File: src/sv/otpe_pkg.sv
`timescale 1ns / 1ps
// ----------------------------------------------------------------------------
// otpe_pkg
// Shared types, byte codes and segment tables for the overstrike converter.
// ----------------------------------------------------------------------------
package otpe_pkg;

  localparam int INDENT_MAX = 31;
  localparam int OUT_CAP    = 40;
  localparam int OCNT_W     = $clog2(OUT_CAP + 1);
  localparam int ADDR_W     = 5;
  localparam int NUM_SEG    = 15;

  localparam logic [7:0] BY_ESC        = 8'h1B;
  localparam logic [7:0] BY_NL         = 8'h0A;
  localparam logic [7:0] BY_FF         = 8'h0C;
  localparam logic [7:0] BY_BS         = 8'h08;
  localparam logic [7:0] BY_UNDERSCORE = 8'h5F;
  localparam logic [7:0] BY_SPACE      = 8'h20;
  localparam logic [7:0] BY_COMP_ON    = 8'h0F;
  localparam logic [7:0] BY_COMP_OFF   = 8'h92;
  localparam logic [7:0] BY_WIDE_ON    = 8'h0E;
  localparam logic [7:0] BY_WIDE_OFF   = 8'h94;
  localparam logic [7:0] BY_ITALIC     = 8'h80;
  localparam logic [7:0] CH_AT         = 8'h40;
  localparam logic [7:0] CH_E          = 8'h45;
  localparam logic [7:0] CH_F          = 8'h46;
  localparam logic [7:0] CH_0          = 8'h30;
  localparam logic [7:0] CH_2          = 8'h32;
  localparam logic [7:0] CH_C          = 8'h43;
  localparam logic [7:0] CH_X          = 8'h58;
  localparam logic [7:0] CH_B          = 8'h42;

  typedef enum logic [1:0] {OP_DATA, OP_EOF, OP_START, OP_END} op_t;

  typedef enum logic [1:0] {PH_NONE, PH_HELD, PH_ITALIC, PH_EMPH} phase_t;

  typedef enum logic [2:0] {
    REG_INDENT, REG_LINE_REPEAT, REG_WIDE, REG_ROMAN,
    REG_DSB, REG_FF_END, REG_COMPRESSED, REG_EIGHT_LPI
  } reg_t;

  // Output segments in the order they go out within one item
  typedef enum logic [3:0] {
    SEG_HELD, SEG_BS, SEG_ITAL, SEG_EMPH, SEG_INIT, SEG_COMP_ON, SEG_LPI_ON,
    SEG_COMP_OFF, SEG_LPI_OFF, SEG_WIDE_OFF, SEG_RESET, SEG_NL, SEG_FF,
    SEG_WIDE_ON, SEG_SPACE
  } seg_t;

  typedef enum logic {ST_IDLE, ST_RUN} state_t;

  typedef struct packed {
    logic [4:0] indent_count;
    logic [1:0] line_repeat;
    logic       wide_mode;
    logic       roman_mode;
    logic       double_strike_bold;
    logic       form_feed_at_end;
    logic       compressed_mode;
    logic       eight_lpi;
    logic [4:0] spaces;
  } cfg_t;

  typedef struct packed {
    logic [NUM_SEG-1:0] mask;
    logic [7:0]         held;
    logic [7:0]         ital;
  } plan_t;

  function automatic logic [NUM_SEG-1:0] seg_bit(seg_t s);
    seg_bit = NUM_SEG'(1) << s;
  endfunction

  function automatic logic [7:0] seg_byte(seg_t s, logic [4:0] k, logic [7:0] held,
                                          logic [7:0] ital);
    logic [7:0] b;
    b = BY_SPACE;
    case (s)
      SEG_HELD:     b = held;
      SEG_BS:       b = BY_BS;
      SEG_ITAL:     b = ital;
      SEG_EMPH: begin
        case (k[2:0])
          3'd0:    b = BY_ESC;
          3'd1:    b = CH_E;
          3'd2:    b = held;
          3'd3:    b = BY_ESC;
          default: b = CH_F;
        endcase
      end
      SEG_INIT,
      SEG_RESET:    b = k[0] ? CH_AT : BY_ESC;
      SEG_COMP_ON:  b = BY_COMP_ON;
      SEG_LPI_ON: begin
        case (k[2:0])
          3'd0:    b = BY_ESC;
          3'd1:    b = CH_0;
          3'd2:    b = BY_ESC;
          3'd3:    b = CH_C;
          default: b = CH_X;
        endcase
      end
      SEG_COMP_OFF: b = BY_COMP_OFF;
      SEG_LPI_OFF: begin
        case (k[2:0])
          3'd0:    b = BY_ESC;
          3'd1:    b = CH_2;
          3'd2:    b = BY_ESC;
          3'd3:    b = CH_C;
          default: b = CH_B;
        endcase
      end
      SEG_WIDE_OFF: b = BY_WIDE_OFF;
      SEG_NL:       b = BY_NL;
      SEG_FF:       b = BY_FF;
      SEG_WIDE_ON:  b = BY_WIDE_ON;
      default:      b = BY_SPACE;
    endcase
    seg_byte = b;
  endfunction

  // Index of the final byte of a segment
  function automatic logic [4:0] seg_last_idx(seg_t s, logic [1:0] line_repeat,
                                              logic [4:0] spaces);
    logic [4:0] n;
    n = 5'd0;
    case (s)
      SEG_EMPH, SEG_LPI_ON, SEG_LPI_OFF: n = 5'd4;
      SEG_INIT, SEG_RESET:               n = 5'd1;
      SEG_NL:                            n = 5'({3'd0, line_repeat} - 5'd1);
      SEG_SPACE:                         n = spaces - 5'd1;
      default:                           n = 5'd0;
    endcase
    seg_last_idx = n;
  endfunction

endpackage

File: src/sv/otpe_if.sv
`timescale 1ns / 1ps
// ----------------------------------------------------------------------------
// otpe_in_if / otpe_out_if
// Valid/ready channels for text input words and printer output words.
// ----------------------------------------------------------------------------
interface otpe_in_if;
  logic       valid;
  logic       ready;
  logic [1:0] operation;
  logic [7:0] in_byte;

  modport source (output valid, output operation, output in_byte, input ready);
  modport sink (input valid, input operation, input in_byte, output ready);
endinterface

interface otpe_out_if;
  logic       valid;
  logic       ready;
  logic [7:0] out_byte;
  logic       last;

  modport source (output valid, output out_byte, output last, input ready);
  modport sink (input valid, input out_byte, input last, output ready);
endinterface

File: src/sv/otpe_cfg.sv
`timescale 1ns / 1ps
// ----------------------------------------------------------------------------
// otpe_cfg
// APB register file for the converter options.
// ----------------------------------------------------------------------------
module otpe_cfg (
  input  logic                        clk,
  input  logic                        rst,
  input  logic                        psel,
  input  logic                        penable,
  input  logic                        pwrite,
  input  logic [otpe_pkg::ADDR_W-1:0] paddr,
  input  logic [31:0]                 pwdata,
  output logic [31:0]                 prdata,
  output logic                        pready,
  output otpe_pkg::cfg_t              cfg
);
  import otpe_pkg::*;

  logic [4:0] indent_count;
  logic [1:0] line_repeat;
  logic       wide_mode;
  logic       roman_mode;
  logic       double_strike_bold;
  logic       form_feed_at_end;
  logic       compressed_mode;
  logic       eight_lpi;
  logic       wr;
  reg_t       idx;

  assign pready = 1'b1;
  assign wr     = psel && penable && pwrite;
  assign idx    = reg_t'(paddr[ADDR_W-1:2]);

  always_ff @(posedge clk) begin
    if (rst) begin
      indent_count       <= 5'd0;
      line_repeat        <= 2'd1;
      wide_mode          <= 1'b0;
      roman_mode         <= 1'b0;
      double_strike_bold <= 1'b0;
      form_feed_at_end   <= 1'b1;
      compressed_mode    <= 1'b0;
      eight_lpi          <= 1'b0;
    end else if (wr) begin
      case (idx)
        REG_INDENT:      indent_count       <= pwdata[4:0];
        REG_LINE_REPEAT: line_repeat        <= pwdata[1:0];
        REG_WIDE:        wide_mode          <= pwdata[0];
        REG_ROMAN:       roman_mode         <= pwdata[0];
        REG_DSB:         double_strike_bold <= pwdata[0];
        REG_FF_END:      form_feed_at_end   <= pwdata[0];
        REG_COMPRESSED:  compressed_mode    <= pwdata[0];
        REG_EIGHT_LPI:   eight_lpi          <= pwdata[0];
        default: ;
      endcase
    end
  end

  always_comb begin
    case (idx)
      REG_INDENT:      prdata = {27'd0, indent_count};
      REG_LINE_REPEAT: prdata = {30'd0, line_repeat};
      REG_WIDE:        prdata = {31'd0, wide_mode};
      REG_ROMAN:       prdata = {31'd0, roman_mode};
      REG_DSB:         prdata = {31'd0, double_strike_bold};
      REG_FF_END:      prdata = {31'd0, form_feed_at_end};
      REG_COMPRESSED:  prdata = {31'd0, compressed_mode};
      REG_EIGHT_LPI:   prdata = {31'd0, eight_lpi};
      default:         prdata = 32'd0;
    endcase
  end

  always_comb begin
    cfg.indent_count       = indent_count;
    cfg.line_repeat        = line_repeat;
    cfg.wide_mode          = wide_mode;
    cfg.roman_mode         = roman_mode;
    cfg.double_strike_bold = double_strike_bold;
    cfg.form_feed_at_end   = form_feed_at_end;
    cfg.compressed_mode    = compressed_mode;
    cfg.eight_lpi          = eight_lpi;
    // clamp the indent run
    cfg.spaces = (32'(indent_count) > INDENT_MAX) ? 5'(INDENT_MAX) : indent_count;
  end

endmodule

File: src/sv/otpe_plan.sv
`timescale 1ns / 1ps
// ----------------------------------------------------------------------------
// otpe_plan
// Overstrike tracker: holds the pending character and decides which output
// segments an accepted word produces.
// ----------------------------------------------------------------------------
module otpe_plan (
  input  logic                clk,
  input  logic                rst,
  input  logic                accept,
  input  logic [1:0]          operation,
  input  logic [7:0]          in_byte,
  input  otpe_pkg::cfg_t      cfg,
  output otpe_pkg::plan_t     plan
);
  import otpe_pkg::*;

  logic [7:0]         held_char;
  logic [7:0]         held_char_next;
  phase_t             phase;
  phase_t             phase_next;
  logic [NUM_SEG-1:0] mask;
  logic [NUM_SEG-1:0] indent_mask;
  logic [NUM_SEG-1:0] flush_mask;
  logic [NUM_SEG-1:0] fresh_mask;
  phase_t             fresh_phase;
  logic [7:0]         fresh_held;

  always_ff @(posedge clk) begin
    if (rst) begin
      held_char <= 8'd0;
      phase     <= PH_NONE;
    end else if (accept) begin
      held_char <= held_char_next;
      phase     <= phase_next;
    end
  end

  always_comb begin
    indent_mask = (cfg.wide_mode ? seg_bit(SEG_WIDE_ON) : '0)
                | ((cfg.spaces != 5'd0) ? seg_bit(SEG_SPACE) : '0);

    flush_mask = '0;
    if (phase == PH_HELD) flush_mask = seg_bit(SEG_HELD);
    if (phase == PH_EMPH) flush_mask = seg_bit(SEG_HELD) | seg_bit(SEG_BS);

    // a byte taken as the start of a new character
    fresh_mask  = '0;
    fresh_phase = PH_HELD;
    fresh_held  = in_byte;
    if (in_byte == BY_NL) begin
      fresh_mask  = ((cfg.line_repeat != 2'd0) ? seg_bit(SEG_NL) : '0) | indent_mask;
      fresh_phase = PH_NONE;
      fresh_held  = held_char;
    end else if (in_byte == BY_FF) begin
      fresh_mask  = seg_bit(SEG_FF) | indent_mask;
      fresh_phase = PH_NONE;
      fresh_held  = held_char;
    end

    mask           = '0;
    phase_next     = PH_NONE;
    held_char_next = held_char;
    case (op_t'(operation))
      OP_DATA: begin
        case (phase)
          PH_NONE: begin
            mask           = fresh_mask;
            phase_next     = fresh_phase;
            held_char_next = fresh_held;
          end
          PH_HELD: begin
            if (in_byte == BY_BS && held_char == BY_UNDERSCORE && !cfg.roman_mode) begin
              phase_next = PH_ITALIC;
            end else if (in_byte == BY_BS && !cfg.double_strike_bold) begin
              phase_next = PH_EMPH;
            end else begin
              mask           = seg_bit(SEG_HELD) | fresh_mask;
              phase_next     = fresh_phase;
              held_char_next = fresh_held;
            end
          end
          PH_ITALIC: begin
            mask = seg_bit(SEG_ITAL);
          end
          default: begin
            if (in_byte == held_char) begin
              mask = seg_bit(SEG_EMPH);
            end else begin
              mask           = seg_bit(SEG_HELD) | seg_bit(SEG_BS) | fresh_mask;
              phase_next     = fresh_phase;
              held_char_next = fresh_held;
            end
          end
        endcase
      end
      OP_EOF: begin
        mask = flush_mask
             | (cfg.form_feed_at_end ? (seg_bit(SEG_FF) | indent_mask) : '0);
      end
      OP_START: begin
        mask = seg_bit(SEG_INIT)
             | (cfg.compressed_mode ? seg_bit(SEG_COMP_ON) : '0)
             | (cfg.eight_lpi ? seg_bit(SEG_LPI_ON) : '0)
             | indent_mask;
      end
      default: begin
        mask = flush_mask
             | (cfg.compressed_mode ? seg_bit(SEG_COMP_OFF) : '0)
             | (cfg.eight_lpi ? seg_bit(SEG_LPI_OFF) : '0)
             | (cfg.wide_mode ? seg_bit(SEG_WIDE_OFF) : '0)
             | seg_bit(SEG_RESET);
      end
    endcase

    plan.mask = mask;
    plan.held = held_char;
    plan.ital = in_byte + BY_ITALIC;
  end

endmodule

File: src/sv/otpe_seq.sv
`timescale 1ns / 1ps
// ----------------------------------------------------------------------------
// otpe_seq
// Byte sequencer: walks pending segments one byte per cycle while the sink is
// ready, via a shared index counter and table lookup into the output register.
// ----------------------------------------------------------------------------
module otpe_seq (
  input  logic            clk,
  input  logic            rst,
  input  logic            accept,
  input  otpe_pkg::plan_t plan,
  input  otpe_pkg::cfg_t  cfg,
  output logic            idle,
  output logic            out_valid,
  input  logic            out_ready,
  output logic [7:0]      out_byte,
  output logic            out_last
);
  import otpe_pkg::*;

  state_t             state;
  state_t             state_next;
  logic [NUM_SEG-1:0] mask;
  logic [NUM_SEG-1:0] mask_next;
  logic [4:0]         rep;
  logic [4:0]         rep_next;
  logic [OCNT_W-1:0]  ocnt;
  logic [OCNT_W-1:0]  ocnt_next;
  logic [7:0]         held;
  logic [7:0]         ital;
  logic               out_valid_next;
  logic [7:0]         out_byte_next;
  logic               out_last_next;
  seg_t               cur;
  logic [NUM_SEG-1:0] mask_rest;
  logic               seg_done;
  logic               fin;
  logic               fire;

  always_ff @(posedge clk) begin
    if (rst) begin
      state     <= ST_IDLE;
      out_valid <= 1'b0;
      mask      <= '0;
      rep       <= 5'd0;
      ocnt      <= '0;
    end else begin
      state     <= state_next;
      out_valid <= out_valid_next;
      mask      <= mask_next;
      rep       <= rep_next;
      ocnt      <= ocnt_next;
    end
  end

  always_ff @(posedge clk) begin
    if (accept) begin
      held <= plan.held;
      ital <= plan.ital;
    end
    out_byte <= out_byte_next;
    out_last <= out_last_next;
  end

  always_comb begin
    // lowest pending segment goes first
    cur = SEG_HELD;
    for (int i = NUM_SEG - 1; i >= 0; i--) begin
      if (mask[i]) cur = seg_t'(4'(i));
    end
    mask_rest = mask & ~seg_bit(cur);
    seg_done  = (rep == seg_last_idx(cur, cfg.line_repeat, cfg.spaces));
    // drop whatever lies past the output cap
    fin       = (seg_done && mask_rest == '0) || (ocnt == OCNT_W'(OUT_CAP - 1));
    fire      = (state == ST_RUN) && (!out_valid || out_ready);
    idle      = (state == ST_IDLE);

    state_next     = state;
    mask_next      = mask;
    rep_next       = rep;
    ocnt_next      = ocnt;
    out_valid_next = out_valid && !out_ready;
    out_byte_next  = out_byte;
    out_last_next  = out_last;

    case (state)
      ST_IDLE: begin
        if (accept && plan.mask != '0) begin
          state_next = ST_RUN;
          mask_next  = plan.mask;
          rep_next   = 5'd0;
          ocnt_next  = '0;
        end
      end
      default: begin
        if (fire) begin
          out_valid_next = 1'b1;
          out_byte_next  = seg_byte(cur, rep, held, ital);
          out_last_next  = fin;
          ocnt_next      = ocnt + OCNT_W'(1);
          if (fin) begin
            state_next = ST_IDLE;
            mask_next  = '0;
          end else if (seg_done) begin
            mask_next = mask_rest;
            rep_next  = 5'd0;
          end else begin
            rep_next = rep + 5'd1;
          end
        end
      end
    endcase
  end

endmodule

File: src/sv/overstrike_to_printer_escapes.sv
`timescale 1ns / 1ps
// ----------------------------------------------------------------------------
// overstrike_to_printer_escapes
// Converts typewriter overstrike text into dot-matrix printer bytes.
// ----------------------------------------------------------------------------
// Flow: an accepted text word sets the sequencer state register to run, then
// the first printer word goes into the output register, and the byte sequencer
// emits the rest one word per cycle while the sink is ready. An item gives N
// output words (N up to 40); no new text word is taken until the sequencer has
// issued the last of them. Items with no output leave the input ready.
// Reset (rst, synchronous): registers to defaults, tracker empty, output empty.
module overstrike_to_printer_escapes (
  input  logic                        clk,
  input  logic                        rst,
  otpe_in_if.sink                     text,
  otpe_out_if.source                  printer,
  input  logic                        psel,
  input  logic                        penable,
  input  logic                        pwrite,
  input  logic [otpe_pkg::ADDR_W-1:0] paddr,
  input  logic [31:0]                 pwdata,
  output logic [31:0]                 prdata,
  output logic                        pready
);
  import otpe_pkg::*;

  cfg_t  cfg;
  plan_t plan;
  logic  idle;
  logic  accept;

  assign text.ready = idle;
  assign accept     = text.valid && idle;

  otpe_cfg u_cfg (
    .clk     (clk),
    .rst     (rst),
    .psel    (psel),
    .penable (penable),
    .pwrite  (pwrite),
    .paddr   (paddr),
    .pwdata  (pwdata),
    .prdata  (prdata),
    .pready  (pready),
    .cfg     (cfg)
  );

  otpe_plan u_plan (
    .clk       (clk),
    .rst       (rst),
    .accept    (accept),
    .operation (text.operation),
    .in_byte   (text.in_byte),
    .cfg       (cfg),
    .plan      (plan)
  );

  otpe_seq u_seq (
    .clk       (clk),
    .rst       (rst),
    .accept    (accept),
    .plan      (plan),
    .cfg       (cfg),
    .idle      (idle),
    .out_valid (printer.valid),
    .out_ready (printer.ready),
    .out_byte  (printer.out_byte),
    .out_last  (printer.last)
  );

endmodule

File: src/flat_wrapper.sv
// flat-port wrapper written by rule: the top's interface ports become plain ports
module overstrike_to_printer_escapes_flat import otpe_pkg::*;
  (clk, rst, psel, penable, pwrite, paddr, pwdata, prdata, pready, text_valid, text_operation, text_in_byte, text_ready, printer_valid, printer_out_byte, printer_last, printer_ready);
  otpe_in_if text_i ();
  otpe_out_if printer_i ();
  input  logic clk;
  input  logic rst;
  input  logic psel;
  input  logic penable;
  input  logic pwrite;
  input  logic [otpe_pkg::ADDR_W-1:0] paddr;
  input  logic [31:0] pwdata;
  output logic [31:0] prdata;
  output logic pready;
  input wire logic [$bits(text_i.valid)-1:0] text_valid;
  input wire logic [$bits(text_i.operation)-1:0] text_operation;
  input wire logic [$bits(text_i.in_byte)-1:0] text_in_byte;
  output wire logic [$bits(text_i.ready)-1:0] text_ready;
  output wire logic [$bits(printer_i.valid)-1:0] printer_valid;
  output wire logic [$bits(printer_i.out_byte)-1:0] printer_out_byte;
  output wire logic [$bits(printer_i.last)-1:0] printer_last;
  input wire logic [$bits(printer_i.ready)-1:0] printer_ready;
  assign text_i.valid = text_valid;
  assign text_i.operation = text_operation;
  assign text_i.in_byte = text_in_byte;
  assign text_ready = text_i.ready;
  assign printer_valid = printer_i.valid;
  assign printer_out_byte = printer_i.out_byte;
  assign printer_last = printer_i.last;
  assign printer_i.ready = printer_ready;
  overstrike_to_printer_escapes u_core (.clk(clk), .rst(rst), .text(text_i), .printer(printer_i), .psel(psel), .penable(penable), .pwrite(pwrite), .paddr(paddr), .pwdata(pwdata), .prdata(prdata), .pready(pready));
endmodule
File: config.mk
export PLATFORM = sky130hd
export DESIGN_NAME = overstrike_to_printer_escapes_flat
export DESIGN_NICKNAME = d
export VERILOG_FILES = /design/src/sv/otpe_pkg.sv /design/src/sv/otpe_if.sv /design/src/sv/otpe_cfg.sv /design/src/sv/otpe_plan.sv /design/src/sv/otpe_seq.sv /design/src/sv/overstrike_to_printer_escapes.sv /design/src/flat_wrapper.sv
export SDC_FILE = /design/constraint.sdc
export NUM_CORES = 1
export LEC_CHECK = 0
export BUFFER_PORTS_ARGS = -buffer_cell sky130_fd_sc_hd__buf_2
export CAP_MARGIN = 25
export CORE_MARGIN = 1
export CORE_UTILIZATION = 57
export DETAILED_ROUTE_END_ITERATION = 6
export PLACE_DENSITY_LB_ADDON = 0.1
export SKIP_CTS_REPAIR_TIMING = 1
export SYNTH_ARGS = -nofsm -noshare
export SYNTH_HDL_FRONTEND = slang
export SYNTH_HIERARCHICAL = 1
export SYNTH_SLANG_ARGS = --single-unit
File: constraint.sdc
create_clock -name clk -period 4.2 [get_ports clk]
set_clock_uncertainty 0.2 [all_clocks]
set_input_delay 0.42 -clock clk [delete_from_list [all_inputs] [get_ports clk]]
set_output_delay 0.42 -clock clk [all_outputs]
set_load 0.02 [all_outputs]
==> results of run 1 <==
==> cell usage in the layout (no fill, tap or decap), types with 5 or more instances in the layout <==
master,n
nor2_1,55
dfxtp_1,51
nand2_1,42
buf_2,40
a21oi_1,37
nand3_1,31
nand2b_1,30
conb_1,28
edfxtp_1,25
o21ai_0,22
inv_1,20
mux2i_1,17
nor3_1,15
buf_4,14
nand4_1,13
xor2_1,13
a31oi_1,11
clkbuf_8,9
and2_1,9
nor4_1,8
ha_1,8
nor2b_1,6
and3_1,6
a31o_1,6
a22o_1,6
o21ai_1,5
a211oi_1,5
xnor2_1,5
==> through the flow <==
stage	setup slack (ns)	power, W
floorplan	0.844	0.00105
global placement	0.403	0.00111
detailed placement	0.335	0.00111
CTS	0.427	0.00164
global route	0.168	0.00170
finish	0.417	0.00164
==> per-layer routing <==
layer,vias to the layer above,routed length (um),part of all wire,GRT usage
met3,45,918,0.067,0.0540
met2,223,6140,0.45,0.456
met1,2224,6110,0.45,0.390
li1,2218,-,-,-
met5,-,0,0,0
met4,0,450,0.033,0.118
==> report_power, final <==
part	internal, W	switching (W)	total (W)
clock network	0.000224	0.000313	0.000537
logic	0.0000938	0.000189	0.000283
registers	0.000795	0.0000210	0.000816
==> state kept, by name (all words and copies together) (netlist names), 2 cells and up <==
signal / count
u_core/u_seq/out_byte: 8
u_core/u_plan/held_char: 8
u_core/u_seq/ital: 8
u_core/u_seq/mask: 15
u_core/u_cfg/indent_count: 5
u_core/u_seq/ocnt: 6
u_core/u_seq/held: 8
u_core/u_cfg/line_repeat: 2
u_core/u_plan/phase: 2
u_core/u_seq/rep: 5
==> worst paths after layout <==
kind | start | end | slack (ns) | depth (start not counted)
max | u_core/u_plan/held_char[7]$_SDFFE_PP0P_ | u_core/u_seq/mask[10]$_SDFFE_PP0P_ | 0.42 | 14
min | text_in_byte[0] | u_core/u_seq/ital[0]$_DFFE_PP_ | 0.10 | 1
max reg2reg | u_core/u_plan/held_char[7]$_SDFFE_PP0P_ | u_core/u_seq/mask[10]$_SDFFE_PP0P_ | 0.42 | 14
min reg2reg | u_core/u_seq/out_valid$_SDFF_PP0_ | u_core/u_seq/out_valid$_SDFF_PP0_ | 0.31 | 2
==> worst max-delay path, stage by stage (launching register included) <==
cell and delay (ns):
dfxtp_1 0.47, xor2_1 0.11, nor4_2 0.45, a21bo_2 0.22, a211o_1 0.16, a21boi_0 0.19, nor4_1 0.30, a41oi_1 0.24
and2_1 0.24, or2_2 0.33, a21o_1 0.19, a41oi_1 0.17, buf_4 0.21, a31oi_1 0.06, o21ai_0 0.17
==> area by class of cell <==
type | count | area (um^2) | share of cell area
Multi-Input combinational cell | 474 | 3000 | 0.548
Clock inverter | 7 | 57.6 | 0.0105
Inverter | 20 | 75.1 | 0.0137
Sequential cell | 76 | 1770 | 0.324
Timing Repair Buffer | 54 | 305 | 0.0558
Tap cell | 108 | 135 | 0.0247
Clock buffer | 9 | 124 | 0.0227
==> key figures, run 1 <==
Placed design
  • PortBufs: 40
  • Gpl congestion: ~0.96
  • Post-place instance area: around 5300 um^2
  • DP Wirelength: around 10 mm
  • Inst Count DP: between 700 and 800

Cells and area
  • # nets final: about 700
  • Cell Count, Final, Fillers Out: between 700 and 800
  • Share of cells above drive strength 1: 0.153
  • Design area: approximately 5500 um^2
  • Fill count: between 700 and 800
  • Antenna cells: 0
  • Syn-to-layout area delta: 5.00%
  • Final core utilization: 0.624

Yosys
  • Yosys synthesis warning count: 6
  • Post-synth design cell area: ~5200 um^2
  • Mapped Avg Cell Area: roughly 8.5 um^2
  • Mapped Cells: between 600 and 700

Global routing
  • First-pass GRT wire length: about 22 mm
  • Number of global-route vias before repair: 4400
  • Global route overflow: 0
  • Pin count of the biggest net entering global routing: 51
  • Gr usage total: 0.289
  • Initial antenna violation count: 0

Floorplan
  • Starting density of the core: 0.594
  • Row count: 34
  • Die Y: approximately 98 um
  • Die width: around 98 um
  • Die area: approximately 9500 um^2
  • Ports: approximately 100
  • Core Footprint: between 8000 and 9000 um^2

Timing
  • Fmax: about 260 MHz
  • Final Max Tran Viols: 0
  • Fin crit period: around 3.8 ns
  • Worst-margin pin slew: ~0.91 ns
  • Post-route setup TNS: 0 ns
  • Final worst hold slack: between 0.1 and 0.15 ns
  • RSZ-0062 raised after global routing: no
  • Final setup viols: 0
  • Crit share post-route: 0.901
  • Fin. Hold Viols: 0
  • Rel. slew slack: 0.387

Power
  • Max VDD drop: between 150 and 200 uV
  • Pwr dens: 299 nW/um^2
  • Lkg Pwr: 2.13 nW

Clocking
  • CTS tree: done
  • CTS buffer count: 9
  • H-tree depth: 3
  • Register clock-pin slew on the reported worst setup and hold paths: 0.09 ns
  • Worst skew pair latency: 0.35 ns
  • Root Buffer: clkbuf_8
  • Clk buf depth: 2
  • Clk sinks: 76

Routing
  • Drc violations: 0
  • Via count: ~4700
  • Wire per inst: 18.2 um
  • DRT Pass-1 Iters: 6
  • Iter 0 DRT Violations: between 400 and 500
  • Routed WL: ~14 mm
  • Post-route ant nets: 0
  • Vias per inst: about 6.3

Worst hold path
  • Hold/Removal Path Class: in2reg

Worst setup path
  • Worst EP arrival: 3.87 ns
  • Crit path capture type: flip-flop
  • Worst setup SP type: flip-flop
  • Crit path required time: approximately 4.3 ns
  • CP max FO: 11
  • Kind of critical path: reg2reg

Flow run
  • MaxCap Viol Count: 0

Run status
  • Status: finished clean
Power figures use the tool's default switching activity.
==> inputs of run 2 (changes only) <==
--- a/config.mk
+++ b/config.mk
@@ -7,11 +7,13 @@
 export LEC_CHECK = 0
 export BUFFER_PORTS_ARGS = -buffer_cell sky130_fd_sc_hd__buf_2
 export CAP_MARGIN = 25
-export CORE_MARGIN = 1
+export CORE_MARGIN = 2
 export CORE_UTILIZATION = 57
 export DETAILED_ROUTE_END_ITERATION = 6
+export HOLD_SLACK_MARGIN = 0.05
 export PLACE_DENSITY_LB_ADDON = 0.1
 export SKIP_CTS_REPAIR_TIMING = 1
+export SKIP_LAST_GASP = 1
 export SYNTH_ARGS = -nofsm -noshare
 export SYNTH_HDL_FRONTEND = slang
 export SYNTH_HIERARCHICAL = 1
==> run 2 against run 1 <==
  * Final area is 0.25% higher
  * Critical path depth stayed put
  * Register-to-register slack worse by 0.05 ns
  * Via count is 2.1% lower
  * Routed wire length is 2.6% lower
  * Final cell count is 0.53% lower
  * Clock power is 19% higher
  * Largest power group unchanged
  * Critical endpoint is now u_core/u_seq/mask[8]$_SDFFE_PP0P_
  * Largest cell class unchanged
  * Non-clock buffer count is 4 lower
  * Highest routed layer unchanged
  * Total power is 6.3% higher
==> key figures, run 2 (synthesized netlist as in run 1, its figures left out) <==
Timing
  • Fmax: 261 MHz (-1.2%)
  • Fin crit period: 3.83 ns (+0.0472 ns)
  • Worst-margin pin slew: 0.879 ns (-0.0330 ns)
  • Post-route setup TNS: 0 ns (unchanged)
  • Crit share post-route: 0.912 (+0.0112)
  • Worst setup margin: 0.370 ns (-0.0472 ns)
  • Rel. slew slack: 0.409 (+0.0222)
  • Final setup viols: 0 (unchanged)
  • RSZ-0062 raised after global routing: no
  • Fin. Hold Viols: 0 (unchanged)
  • Final Max Tran Viols: 0 (unchanged)

Flow run
  • MaxCap Viol Count: 0 (unchanged)

Floorplan
  • Die area: 9910 um^2 (+4.1%)
  • Ports: 98 (unchanged)
  • Row count: 34 (unchanged)
  • Starting density of the core: 0.591 (-0.00287)
  • Die Y: 99.6 um (+2.0%)
  • Core Footprint: 8810 um^2 (+0.49%)
  • Die width: 99.6 um (+2.0%)

Run status
  • Status: finished clean

Power
  • Power Total: 0.00174 W (+6.3%)
  • Max VDD drop: 150 uV (-19%)
  • Pwr dens: 317 nW/um^2 (+6.0%)
  • Lkg Pwr: 2.13 nW (+0.14%)

Cells and area
  • Largest Register: u_core/u_seq/mask
  • Syn-to-layout area delta: 5.26%
  • Area of the multi-input gates: 3000 um^2 (unchanged)
  • Fill count: 803 (+1.6%)
  • Seq. cell area: 1770 um^2 (unchanged)
  • Max FFs per register: 15 (unchanged)
  • Share of cells above drive strength 1: 0.148 (-0.00533)
  • Design area: 5480 um^2 (+0.25%)
  • Most frequent cells in the layout: 55 x nor2_1, 51 x dfxtp_1, 42 x nand2_1
  • Most common cell after layout, fill and taps aside: nor2_1
  • Antenna cells: 0 (unchanged)
  • # nets final: 693 (-0.57%)
  • Final core utilization: 0.622 (-0.00145)

Placed design
  • Post-place instance area: 5260 um^2 (-0.57%)
  • Gpl congestion: 0.960 (-0.35%)
  • PortBufs: 40 (unchanged)
  • Pre-CTS setup slack: 0.294 ns (-0.0403 ns)
  • DP Wirelength: 9.95 mm (-2.9%)

Routing
  • Routed WL: 13.3 mm (-2.6%)
  • Iter 0 DRT Violations: 480 (+9.3%)
  • Post-route ant nets: 0 (unchanged)
  • Vias per inst: 6.20 (-1.6%)
  • Via count: 4610 (-2.1%)
  • Drc violations: 0 (unchanged)
  • DRT Pass-1 Iters: 5 (-1)
  • Wire per inst: 17.8 um (-2.1%)

Global routing
  • First-pass GRT wire length: 21.7 mm (-1.4%)
  • Gr usage total: 0.277 (-0.0126)
  • Pin count of the biggest net entering global routing: 51 (unchanged)
  • Initial antenna violation count: 0 (unchanged)
  • Global route overflow: 0 (unchanged)
  • Number of global-route vias before repair: 4288 (-2.5%)

Clocking
  • H-tree depth: 3 (unchanged)
  • Worst skew pair latency: 0.36 ns (about the same)
  • Clk buf depth: 2 (unchanged)
  • Register clock-pin slew on the reported worst setup and hold paths: 0.09 ns (about the same)
  • Root Buffer: clkbuf_8
  • CTS tree: done
  • Clk sinks: 76 (unchanged)
  • CTS buffer count: 9 (unchanged)

Worst setup path
  • Crit path required time: 4.31 ns (+0.03 ns)
  • FF-to-FF Start: u_core/u_plan/held_char[7]$_SDFFE_PP0P_
  • Worst EP arrival: 3.94 ns (+0.07 ns)
  • Kind of critical path: reg2reg
  • Critical path launch point: u_core/u_plan/held_char[7]$_SDFFE_PP0P_
  • Crit path capture type: flip-flop
  • CP max FO: 11 (unchanged)
  • Worst setup SP type: flip-flop

Worst hold path
  • Min-delay src: text_in_byte[5]
  • Hold/Removal Path Class: in2reg
run 2: layout make-up:
cell class | count | area share
flip-flops and latches | 76 | 0.323
repair buffers | 50 | 0.0502
multi-input cells | 474 | 0.547
clock inverters | 6 | 0.0178
well taps | 108 | 0.0247
inverters | 20 | 0.0137
clock buffers | 10 | 0.0233
run 2: path summary, 6_finish.rpt:
check                                             end  slack, ns  depth (start not counted)
setup / recovery    u_core/u_seq/mask[8]$_SDFFE_PP0P_       0.37                         14
hold / removal         u_core/u_seq/ital[5]$_DFFE_PP_        0.1                          1
setup reg to reg    u_core/u_seq/mask[8]$_SDFFE_PP0P_       0.37                         14
hold reg to reg   u_core/u_cfg/wide_mode$_SDFFE_PP0P_       0.31                          2
run 2: report_power, final:
| part | internal, W | leakage (nW) | switching [W] |
|---|---|---|---|
| Sequential | 0.000795 | 0.653 | 0.0000197 |
| Combinational | 0.0000951 | 1.36 | 0.000188 |
| Clock | 0.000343 | 0.113 | 0.000298 |
| Total | 0.00123 | 2.13 | 0.000505 |
run 2: critical path, cell delays in order, from the launching register on:
cell and delay (ns):
dfxtp_1 0.38, xor2_1 0.19, nor4_2 0.46, a21bo_2 0.22
a211o_1 0.15, a21boi_0 0.20, nor4_1 0.34, a41oi_1 0.25
and2_1 0.24, or2_2 0.32, a21o_1 0.19, a41oi_1 0.18
buf_4 0.21, a31o_1 0.12, a22o_1 0.13
run 2: per-stage QoR:
stage	hold slack [ns]	cells
after detailed placement	0.298	728
after CTS	0.0824	744
after floorplan	0.256	641
after global placement	0.286	728
after global routing	0.0845	744
final	0.0965	744
run 2: metal layers:
| metal | track usage | routed length [um] | up-vias |
|---|---|---|---|
| li1 | - | - | 2214 |
| met1 | 0.388 | 6000 | 2176 |
| met2 | 0.425 | 6160 | 188 |
| met3 | 0.0527 | 750 | 32 |
| met4 | 0.102 | 358 | 0 |
| met5 | 0 | 0 | - |
